$ cat config.mk
export PLATFORM = sky130hd
export DESIGN_NAME = lru_key_value_cache_unit
export DESIGN_NICKNAME = d
export VERILOG_FILES = /design/src/sv/lrukv_pkg.sv /design/src/sv/lrukv_ram.sv /design/src/sv/lru_key_value_cache_unit.sv
export SDC_FILE = /design/constraint.sdc
export NUM_CORES = 1
export LEC_CHECK = 0
export BUFFER_PORTS_ARGS = -buffer_cell sky130_fd_sc_hd__buf_2
export CORE_UTILIZATION = 39
export CTS_CLUSTER_SIZE = 10
export DETAILED_ROUTE_END_ITERATION = 8
export GPL_TIMING_DRIVEN = 0
export PLACE_DENSITY = 0.61
export SYNTH_ARGS = -nofsm -noshare
export SYNTH_HDL_FRONTEND = slang
export SYNTH_SLANG_ARGS = --single-unit
$ cat constraint.sdc
create_clock -name clk -period 11.55 [get_ports clk]
set_input_delay 0.5775 -clock clk [delete_from_list [all_inputs] [get_ports clk]]
set_output_delay 0.5775 -clock clk [all_outputs]
set_load 0.02 [all_outputs]
$ cat src/sv/lrukv_pkg.sv
// Shared constants and types for the LRU key-value cache.
package lrukv_pkg;

  localparam int DEF_MAX_ENTRIES = 16;
  localparam int DATA_W          = 32;
  localparam int CAP_W           = 5;

  localparam logic [CAP_W-1:0] CAP_RESET = 5'd16;

  localparam logic OP_GET = 1'b0;
  localparam logic OP_PUT = 1'b1;

  typedef enum logic [5:0] {
    ST_IDLE   = 6'b000001,
    ST_SCAN   = 6'b000010,
    ST_DECIDE = 6'b000100,
    ST_VREAD  = 6'b001000,
    ST_PROMO  = 6'b010000,
    ST_DONE   = 6'b100000
  } state_t;

endpackage

$ cat src/sv/lrukv_ram.sv
// Generic single-write, single-read RAM with registered read data.
module lrukv_ram #(
  parameter int WIDTH = 32,
  parameter int DEPTH = 16
) (
  input  logic                                    clk,
  input  logic                                    we,
  input  logic [((DEPTH > 1) ? $clog2(DEPTH) : 1)-1:0] waddr,
  input  logic [WIDTH-1:0]                        wdata,
  input  logic [((DEPTH > 1) ? $clog2(DEPTH) : 1)-1:0] raddr,
  output logic [WIDTH-1:0]                        rdata
);

  logic [WIDTH-1:0] mem_r [DEPTH];

  always_ff @(posedge clk) begin
    if (we) begin
      mem_r[waddr] <= wdata;
    end
    rdata <= mem_r[raddr];
  end

endmodule

$ cat src/sv/lru_key_value_cache_unit.sv
// Fully associative LRU key-value cache: top level with scan sequencer.
// One pass over the key/rank RAMs per lookup and per rank update. One transaction in flight:
// the next is accepted once the result is registered, which waits while an earlier result
// is still held.
// Reset (rst_n, synchronous): entries invalid, occupancy zero, capacity 16; RAMs not cleared.
module lru_key_value_cache_unit #(
  parameter int MAX_ENTRIES = lrukv_pkg::DEF_MAX_ENTRIES
) (
  input  logic                                 clk,
  input  logic                                 rst_n,
  input  logic                                 in_valid,
  output logic                                 in_ready,
  input  logic                                 in_operation,
  input  logic signed [lrukv_pkg::DATA_W-1:0]  in_key,
  input  logic signed [lrukv_pkg::DATA_W-1:0]  in_value,
  output logic                                 out_valid,
  input  logic                                 out_ready,
  output logic                                 out_hit,
  output logic signed [lrukv_pkg::DATA_W-1:0] out_read_value,
  output logic                                 out_evicted,
  input  logic                                 cfg_wr_en,
  input  logic [lrukv_pkg::CAP_W-1:0]          cfg_wr_data
);
  import lrukv_pkg::*;

  localparam int IW = (MAX_ENTRIES > 1) ? $clog2(MAX_ENTRIES) : 1;
  localparam int CW = $clog2(MAX_ENTRIES + 1);
  localparam int EW = (CW > CAP_W) ? CW : CAP_W;
  localparam logic [IW-1:0] LAST_IDX = IW'(MAX_ENTRIES - 1);

  state_t             state_r, state_nxt;
  logic               op_r, op_nxt;
  logic [DATA_W-1:0]  key_r, key_nxt;
  logic [DATA_W-1:0]  val_r, val_nxt;
  logic [CW-1:0]      rd_idx_r, rd_idx_nxt;
  logic               chk_vld_r, chk_vld_nxt;
  logic [IW-1:0]      chk_idx_r, chk_idx_nxt;
  logic               found_vld_r, found_vld_nxt;
  logic [IW-1:0]      found_idx_r, found_idx_nxt;
  logic [IW-1:0]      found_rank_r, found_rank_nxt;
  logic               vict_vld_r, vict_vld_nxt;
  logic [IW-1:0]      vict_idx_r, vict_idx_nxt;
  logic [IW-1:0]      vict_rank_r, vict_rank_nxt;
  logic               free_vld_r, free_vld_nxt;
  logic [IW-1:0]      free_idx_r, free_idx_nxt;
  logic [IW-1:0]      slot_r, slot_nxt;
  logic [IW-1:0]      limit_r, limit_nxt;
  logic               full_r, full_nxt;
  logic               hit_r, hit_nxt;
  logic               ev_r, ev_nxt;
  logic [DATA_W-1:0]  rdval_r, rdval_nxt;
  logic [MAX_ENTRIES-1:0] valid_r, valid_nxt;
  logic [CW-1:0]      occ_r, occ_nxt;
  logic [CAP_W-1:0]   cap_r, cap_nxt;
  logic               out_valid_r, out_valid_nxt;
  logic               out_hit_r, out_hit_nxt;
  logic [DATA_W-1:0]  out_rdval_r, out_rdval_nxt;
  logic               out_ev_r, out_ev_nxt;

  // RAM ports
  logic               key_we, val_we, rank_we;
  logic [IW-1:0]      key_waddr, val_waddr;
  logic [IW-1:0]      scan_addr;
  logic [DATA_W-1:0]  key_rd, val_rd;
  logic [IW-1:0]      rank_rd, rank_wdata;

  // Decision helpers
  logic [EW-1:0]      cap_ext, cap_eff;
  logic               at_cap, do_evict, slot_ok, use_victim, chk_valid, in_acc;

  assign scan_addr = rd_idx_r[IW-1:0];
  assign chk_valid = valid_r[chk_idx_r];
  assign in_ready  = (state_r == ST_IDLE);
  assign in_acc    = in_valid && in_ready;

  assign cap_ext = EW'(cap_r);
  always_comb begin
    if (cap_r == '0) begin
      cap_eff = EW'(1);
    end else if (cap_ext > EW'(MAX_ENTRIES)) begin
      cap_eff = EW'(MAX_ENTRIES);
    end else begin
      cap_eff = cap_ext;
    end
  end

  assign at_cap     = (EW'(occ_r) >= cap_eff);
  assign do_evict   = at_cap && vict_vld_r;
  assign use_victim = do_evict && (!free_vld_r || (vict_idx_r < free_idx_r));
  assign slot_ok    = do_evict || free_vld_r;

  always_comb begin
    state_nxt      = state_r;
    op_nxt         = op_r;
    key_nxt        = key_r;
    val_nxt        = val_r;
    rd_idx_nxt     = rd_idx_r;
    chk_vld_nxt    = 1'b0;
    chk_idx_nxt    = chk_idx_r;
    found_vld_nxt  = found_vld_r;
    found_idx_nxt  = found_idx_r;
    found_rank_nxt = found_rank_r;
    vict_vld_nxt   = vict_vld_r;
    vict_idx_nxt   = vict_idx_r;
    vict_rank_nxt  = vict_rank_r;
    free_vld_nxt   = free_vld_r;
    free_idx_nxt   = free_idx_r;
    slot_nxt       = slot_r;
    limit_nxt      = limit_r;
    full_nxt       = full_r;
    hit_nxt        = hit_r;
    ev_nxt         = ev_r;
    rdval_nxt      = rdval_r;
    valid_nxt      = valid_r;
    occ_nxt        = occ_r;
    cap_nxt        = cfg_wr_en ? cfg_wr_data : cap_r;
    out_valid_nxt  = out_valid_r && !out_ready;
    out_hit_nxt    = out_hit_r;
    out_rdval_nxt  = out_rdval_r;
    out_ev_nxt     = out_ev_r;
    key_we         = 1'b0;
    key_waddr      = slot_r;
    val_we         = 1'b0;
    val_waddr      = slot_r;
    rank_we        = 1'b0;
    rank_wdata     = rank_rd + IW'(1);

    unique case (state_r)
      ST_IDLE: begin
        if (in_acc) begin
          op_nxt        = in_operation;
          key_nxt       = in_key;
          val_nxt       = in_value;
          rd_idx_nxt    = '0;
          found_vld_nxt = 1'b0;
          vict_vld_nxt  = 1'b0;
          free_vld_nxt  = 1'b0;
          hit_nxt       = 1'b0;
          ev_nxt        = 1'b0;
          rdval_nxt     = '0;
          state_nxt     = ST_SCAN;
        end
      end

      ST_SCAN: begin
        // issue one read per cycle; data for chk_idx_r arrives in the following cycle
        if (rd_idx_r != CW'(MAX_ENTRIES)) begin
          chk_vld_nxt = 1'b1;
          chk_idx_nxt = scan_addr;
          rd_idx_nxt  = rd_idx_r + CW'(1);
        end
        if (chk_vld_r) begin
          if (chk_valid && (key_rd == key_r) && !found_vld_r) begin
            found_vld_nxt  = 1'b1;
            found_idx_nxt  = chk_idx_r;
            found_rank_nxt = rank_rd;
          end
          if (chk_valid && (!vict_vld_r || (rank_rd > vict_rank_r))) begin
            vict_vld_nxt  = 1'b1;
            vict_idx_nxt  = chk_idx_r;
            vict_rank_nxt = rank_rd;
          end
          if (!chk_valid && !free_vld_r) begin
            free_vld_nxt = 1'b1;
            free_idx_nxt = chk_idx_r;
          end
          if (chk_idx_r == LAST_IDX) begin
            state_nxt = ST_DECIDE;
          end
        end
      end

      ST_DECIDE: begin
        rd_idx_nxt = '0;
        if (found_vld_r) begin
          hit_nxt   = 1'b1;
          slot_nxt  = found_idx_r;
          limit_nxt = found_rank_r;
          full_nxt  = 1'b0;
          if (op_r == OP_PUT) begin
            val_we    = 1'b1;
            val_waddr = found_idx_r;
            state_nxt = ST_PROMO;
          end else begin
            state_nxt = ST_VREAD;
          end
        end else if (op_r == OP_PUT) begin
          if (do_evict) begin
            valid_nxt[vict_idx_r] = 1'b0;
            ev_nxt                = 1'b1;
          end
          if (slot_ok) begin
            slot_nxt  = use_victim ? vict_idx_r : free_idx_r;
            key_we    = 1'b1;
            key_waddr = use_victim ? vict_idx_r : free_idx_r;
            val_we    = 1'b1;
            val_waddr = use_victim ? vict_idx_r : free_idx_r;
            valid_nxt[use_victim ? vict_idx_r : free_idx_r] = 1'b1;
            full_nxt  = 1'b1;
            // evict and insert together leave occupancy unchanged
            occ_nxt   = do_evict ? occ_r : occ_r + CW'(1);
            state_nxt = ST_PROMO;
          end else begin
            occ_nxt   = do_evict ? occ_r - CW'(1) : occ_r;
            state_nxt = ST_DONE;
          end
        end else begin
          state_nxt = ST_DONE;
        end
      end

      ST_VREAD: begin
        rdval_nxt = val_rd;
        state_nxt = ST_PROMO;
      end

      ST_PROMO: begin
        if (rd_idx_r != CW'(MAX_ENTRIES)) begin
          chk_vld_nxt = 1'b1;
          chk_idx_nxt = scan_addr;
          rd_idx_nxt  = rd_idx_r + CW'(1);
        end
        if (chk_vld_r) begin
          if (chk_idx_r == slot_r) begin
            rank_we    = 1'b1;
            rank_wdata = '0;
          end else if (chk_valid && (full_r || (rank_rd < limit_r))) begin
            rank_we = 1'b1;
          end
          if (chk_idx_r == LAST_IDX) begin
            state_nxt = ST_DONE;
          end
        end
      end

      ST_DONE: begin
        // hold the result until the output register is free
        if (!out_valid_r || out_ready) begin
          out_valid_nxt = 1'b1;
          out_hit_nxt   = hit_r;
          out_rdval_nxt = rdval_r;
          out_ev_nxt    = ev_r;
          state_nxt     = ST_IDLE;
        end
      end

      default: begin
        state_nxt = ST_IDLE;
      end
    endcase
  end

  always_ff @(posedge clk) begin
    if (!rst_n) begin
      state_r     <= ST_IDLE;
      chk_vld_r   <= 1'b0;
      valid_r     <= '0;
      occ_r       <= '0;
      cap_r       <= CAP_RESET;
      out_valid_r <= 1'b0;
    end else begin
      state_r     <= state_nxt;
      chk_vld_r   <= chk_vld_nxt;
      valid_r     <= valid_nxt;
      occ_r       <= occ_nxt;
      cap_r       <= cap_nxt;
      out_valid_r <= out_valid_nxt;
    end
  end

  always_ff @(posedge clk) begin
    op_r         <= op_nxt;
    key_r        <= key_nxt;
    val_r        <= val_nxt;
    rd_idx_r     <= rd_idx_nxt;
    chk_idx_r    <= chk_idx_nxt;
    found_vld_r  <= found_vld_nxt;
    found_idx_r  <= found_idx_nxt;
    found_rank_r <= found_rank_nxt;
    vict_vld_r   <= vict_vld_nxt;
    vict_idx_r   <= vict_idx_nxt;
    vict_rank_r  <= vict_rank_nxt;
    free_vld_r   <= free_vld_nxt;
    free_idx_r   <= free_idx_nxt;
    slot_r       <= slot_nxt;
    limit_r      <= limit_nxt;
    full_r       <= full_nxt;
    hit_r        <= hit_nxt;
    ev_r         <= ev_nxt;
    rdval_r      <= rdval_nxt;
    out_hit_r    <= out_hit_nxt;
    out_rdval_r  <= out_rdval_nxt;
    out_ev_r     <= out_ev_nxt;
  end

  lrukv_ram #(.WIDTH(DATA_W), .DEPTH(MAX_ENTRIES)) u_key_ram (
    .clk   (clk),
    .we    (key_we),
    .waddr (key_waddr),
    .wdata (key_r),
    .raddr (scan_addr),
    .rdata (key_rd)
  );

  lrukv_ram #(.WIDTH(DATA_W), .DEPTH(MAX_ENTRIES)) u_val_ram (
    .clk   (clk),
    .we    (val_we),
    .waddr (val_waddr),
    .wdata (val_r),
    .raddr (found_idx_r),
    .rdata (val_rd)
  );

  lrukv_ram #(.WIDTH(IW), .DEPTH(MAX_ENTRIES)) u_rank_ram (
    .clk   (clk),
    .we    (rank_we),
    .waddr (chk_idx_r),
    .wdata (rank_wdata),
    .raddr (scan_addr),
    .rdata (rank_rd)
  );

  assign out_valid      = out_valid_r;
  assign out_hit        = out_hit_r;
  assign out_read_value = out_rdval_r;
  assign out_evicted    = out_ev_r;

endmodule

==> flow_summary.ini, run 1 <==
[critical_path]
critPathRequiredTime_ns = 12.00
timing.rr.start = cap_ext[1]$_SDFFE_PN0P_
critPathLaunch = cap_ext[1]$_SDFFE_PN0P_
worst_ep_arrival_time_ns = 5.63
worstSetupEndpointType = flip-flop
r2r_cells = 16
start_kind = flip-flop
critPathMaxFanout = 10
critPathKind = reg2reg

[cts]
cts.reportedPaths.clkPinSlew_ns = 0.05
numCtsBuffers = 156
cts_buffer_depth = 3
root_buffer = clkbuf_16
hold_buffers = 52
cts.sinks = 1364
ctsResizeCount = 0
clock_latency_ns = 0.77
cts-htree-levels = 4
cts_setup_buffers = 0
cts_tree = yes

[floorplanning]
die_x_um = 365
die_h_um = 365
start_util_pct = 39.5
dieArea_sq_mm = 0.133
rows = 132
core_area_sq_mm = 0.130
ios = 111

[sta]
max_freq_mhz = 193
post-route-min-period_ns = 5.18
rsz0062_at_grt = no
fin_setup_tns_ns = 0
fin_hold_ws_ns = 0.0520
tightest_slew_ns = 1.29
final-max-slew-violation-count = 0
hold_violations = 0
period_share_pct = 44.8
setup_viol = 0
slew_headroom_pct = 14.2
layout_setup_ws_ns = 6.37
clock_skew_ns = 0.0260

[logic_synthesis]
synth-edff-count = 1262
synth_top_area_cell = edfxtp_1
yosys_warnings = 0
syn_area_per_cell_sq_um = 20.4
synth_seq_area_share_pct = 77.7
syn_nets = 2622
synth_top_flop_cell = edfxtp_1
async_reset_ff_share_pct = 0
ys_top_cells_by_count = edfxtp_1 (1262), mux4_2 (237), mux2i_1 (124), dfxtp_1 (102), o21ai_0 (87)
yosysTopAreaCellShare_pct = 73.7
netlist_instances = 2525
synth.distinct_cells = 62
synth_most_common_cell = edfxtp_1
synth_top_cells_by_area = edfxtp_1 (74%), mux4_2 (10%), dfxtp_1 (4.0%), mux2i_1 (2.4%), o21ai_0 (0.85%)
ys_ff_latch = 1364
syn_area_sq_mm = 0.0514

[route]
wl_met3_um = 8220
vias_per_cell = 5.49
dr.pass1.iters = 5
drt_wl_total_um = 126000
wl_per_cell_um = 26.2
wl_met2_um = 63600
antenna_left = 0
wirelength_met1_um = 51800
drc = 0
top_layer_used = met4
vias = 26478
drt-initial-drc-count = 2760

[hold_path]
holdPathStages = 1
min_from = in_value[23]
hold_class = in2reg

[global_routing]
gr-usage-all-layers_pct = 19.1
grt_pass1_vias = 27165
grt_pass1_wl_um = 183000
grt_max_degree = 40
antenna_found_initial = 1
overflow = 0

[final_layout]
seq_area_sq_mm = 0.0399
drive_above_1_share_pct = 23.9
fin_nets = 3061
area_growth_pct = 18.0
fillers = 10878
multi_input_area_sq_mm = 0.0111
diodes = 0
utilization_pct = 46.6

[pwr]
power_leakage_nw = 19.7
peakVddDrop_uv = 167
power.density_mw_per_mm2 = 183

[place]
port_buffers = 109
hpwlAfterDp_um = 83600
place_ws_ns = 6.60
place.gp.congestion = 0.836

[job]
maxCapViolations = 0

[run_status]
status = complete, no violations
kinds of logic after synthesis:
group / share of synthesized area, %
AOI/OAI and AO/OA: 3.67
buffers and inverters: 1.09
muxes: 13.5
and+or+nand+nor: 2.73
DFF: 77.7
xor gates and xnor gates: 0.801
adders and majority gates: 0.550
where the power goes:
| part | switching, mW | internal, mW |
|---|---|---|
| Clock | 1.88 | 2.58 |
| Sequential | 0.146 | 5.62 |
| Combinational | 0.567 | 0.320 |
| Total | 2.59 | 8.52 |
stage by stage:
stage / cells / total power [mW] / instance area (sq um)
after detailed placement: 4496 / 6.74 / 55600
final: 4820 / 11.1 / 60700
after global placement: 4376 / 6.71 / 54100
after global routing: 4820 / 11.5 / 60700
after floorplan: 2525 / 6.36 / 51400
after CTS: 4820 / 11.2 / 60700
per-layer routing:
| metal | track usage (%) | vias to the layer above |
|---|---|---|
| met2 | 32.2 | 1094 |
| met1 | 25.6 | 13942 |
| li1 | - | 11243 |
| met3 | 2.99 | 199 |
| met5 | 0 | - |
| met4 | 5.31 | 0 |
final cells by class:
cell class	count	area share, %
multi-input cells	1016	18.3
flip-flops and latches	1364	65.8
repair buffers	281	3.85
inverters	24	0.153
plain buffers	121	0.777
well taps	1742	3.59
clock inverters	17	0.361
clock buffers	255	7.13
path summary, 6_finish.rpt:
kind / endpoint / slack, ns
min: val_r[23]$_DFFE_PP_ / 0.05
max reg2reg: u_val_ram.mem_r[6][15]$_DFFE_PP_ / 6.37
min reg2reg: out_read_value[9]$_DFFE_PP_ / 0.41
max: u_val_ram.mem_r[6][15]$_DFFE_PP_ / 6.37
sequential cells by signal, indices dropped and copies added (netlist names), 6 cells and up:
signal / flops
key_r: 32
out_read_value: 32
rdval_r: 32
state_r: 6
u_key_ram.mem_r: 512
u_key_ram.rdata: 32
u_rank_ram.mem_r: 64
u_val_ram.mem_r: 512
u_val_ram.rdata: 32
val_r: 32
valid_r: 16
critical path: stages (launching register included):
cell      delay (ns)
dfxtp_1         0.36
nor3_1          0.07
nor2_1          0.09
nor2_1          0.06
ha_1            0.27
nor2b_1         0.04
o21ai_0         0.34
a41o_1          0.37
clkbuf_1        0.44
a21oi_1         0.17
a21oi_1         0.46
a32oi_1         0.39
nor4_2          0.96
buf_4           0.31
buf_4           0.20
buf_6           0.16
buf_4           0.18
cell usage in the layout, fill, tap and decap left out, types with 7 or more instances in the layout:
cell type / instances
nor3_2: 10
a221oi_1: 36
buf_12: 9
edfxtp_1: 1262
o211ai_1: 12
nor3_1: 8
nand2_1: 73
nor2_1: 31
o21ai_0: 87
clkbuf_1: 179
xnor2_1: 8
inv_1: 20
xor2_1: 39
buf_2: 117
mux4_2: 237
buf_4: 61
a22oi_1: 36
a21o_1: 7
a21oi_1: 64
clkbuf_16: 158
mux2_2: 30
and3_1: 9
ha_1: 21
nor2b_1: 11
nor4_1: 11
dlygate4sd3_1: 52
nor4_2: 11
dfxtp_1: 102
nand3_1: 16
buf_1: 29
and2_1: 51
mux2i_1: 124
buf_6: 46
(Power assumes the default switching activity.)
==> run 2: changes to the inputs <==
PLACE_DENSITY = 0.63   (was 0.61)
clock period = 4.2 ns   (was 11.55 ns; I/O delays follow)
==> flow_summary.ini, run 2 (synthesis gave the netlist of run 1 again) <==
[global_routing]
grt_max_degree = 44
grt_pass1_vias = 27620
gr-usage-all-layers_pct = 19.3
antenna_found_initial = 1
grt_pass1_wl_um = 185000
overflow = 0

[cts]
clock_latency_ns = 0.77
root_buffer = clkbuf_16
cts.sinks = 1364
cts.reportedPaths.clkPinSlew_ns = 0.05
cts_buffer_depth = 3
cts-htree-levels = 4
numCtsBuffers = 156
cts_tree = yes

[floorplanning]
die_x_um = 365
rows = 132
dieArea_sq_mm = 0.133
core_area_sq_mm = 0.130
ios = 111
die_h_um = 365
start_util_pct = 39.5

[pwr]
power.density_mw_per_mm2 = 498
peakVddDrop_uv = 378
power_leakage_nw = 20.1
power.total_mw = 30.7

[place]
port_buffers = 109
place_ws_ns = -0.664
hpwlAfterDp_um = 82300
place.gp.congestion = 0.854

[sta]
clock_skew_ns = 0.0357
period_share_pct = 95.5
slew_headroom_pct = 13.7
final-max-slew-violation-count = 0
hold_violations = 0
layout_setup_ws_ns = 0.190
post-route-min-period_ns = 4.01
tightest_slew_ns = 1.29
max_freq_mhz = 249
setup_viol = 0

[critical_path]
timing.rr.start = state_r[3]$_SDFFE_PN0P_
path_cells = buf_2 > nor4_1 > and3_1 > buf_2 > and2_1 > clkbuf_1 > mux2i_1 > o2111a_2 > o211ai_1 > nor3_4 > buf_6 > buf_6
cp_slowest_cell = o2111a_2
critPathMaxFanout = 14
start_kind = flip-flop
critPathLaunch = state_r[3]$_SDFFE_PN0P_
critPathKind = reg2reg
critPathRequiredTime_ns = 4.66
worstSetupEndpointType = flip-flop
critPathMaxStageDelay_ns = 0.45
worst_ep_arrival_time_ns = 4.47

[final_layout]
drive_above_1_share_pct = 24.2
fillers = 10709
final_common_cell = edfxtp_1
multi_input_area_sq_mm = 0.0113
seq_area_sq_mm = 0.0399
mostFrequentLayoutCells = edfxtp_1 (1262), mux4_2 (237), clkbuf_1 (184), clkbuf_16 (161), mux2i_1 (124)
area_growth_pct = 19.9
diodes = 0
fin_nets = 3096
reg_top3 = u_key_ram.mem_r: 512 flops, u_val_ram.mem_r: 512 flops, u_rank_ram.mem_r: 64 flops

[route]
drt-initial-drc-count = 3103
vias = 26617
vias_per_cell = 5.47
dr.pass1.iters = 7
drt_wl_total_um = 128000
drc = 0
wl_per_cell_um = 26.2
antenna_left = 0

[hold_path]
hold_class = in2reg
min_from = in_value[16]

[run_status]
status = complete, no violations

[job]
maxCapViolations = 0
run 2: area by class of cell:
type | count | share of cell area (%)
clock buffer | 269 | 7.26
tap | 1742 | 3.54
multi-input combinational | 1016 | 18.4
inverter | 24 | 0.150
clock inverter | 10 | 0.187
sequential | 1364 | 64.8
buffer | 121 | 0.780
timing repair buffer | 316 | 4.91
run 2: layer usage:
metal / vias to the layer above / share of wire [%] / GRT usage, %
met2: 1171 / 49 / 31.8
met5: - / 0 / 0
li1: 11302 / - / -
met1: 13919 / 41 / 25.8
met4: 0 / 2.3 / 5.83
met3: 225 / 7.9 / 3.69
run 2: report_power, final:
group	switching, mW	internal, mW	total (mW)
logic	1.55	0.899	2.45
clock network	5.11	7.24	12.3
registers	0.403	15.5	15.9
run 2: worst paths after layout:
path	to	slack [ns]	depth (start not counted)
worst min-delay path	val_r[16]$_DFFE_PP_	0.16	2
worst max-delay path	u_val_ram.mem_r[1][12]$_DFFE_PP_	0.19	12
worst max register to register	u_val_ram.mem_r[1][12]$_DFFE_PP_	0.19	12
worst min register to register	out_read_value[19]$_DFFE_PP_	0.41	0
run 2: worst max-delay path: cells and delay by family (launching register included):
family,cells,cell delay [ns]
flip-flops,1,0.31
buffers and inverters,5,1.14
multiplexers,1,0.39
AND/OR/NAND/NOR,4,1.02
AO/OA/AOI/OAI,2,0.85
run 2: what timing repair did:
| action | CTS | global route |
|---|---|---|
| pin swaps | 10 | 6 |
| buffers inserted | 22 | 14 |
| hold endpoints to repair | 75 | 0 |
| endpoints found under the setup margin | 499 | 689 |
| gates resized for setup | 11 | 16 |
| hold buffers | 78 | 0 |
run 2: per-stage QoR:
stage               cells  setup TNS, ns  hold slack, ns  cell area [sq um]  util (%)
floorplan            2525        -275.19           0.309              51500         -
global placement     4376       -2992.13           0.387              54200      41.7
detailed placement   4469        -133.02           0.388              55700      42.8
CTS                  4848         -0.117           0.105              61400      47.2
global route         4862       -0.00189           0.134              61600      47.4
finish               4862              0           0.160              61600      47.4
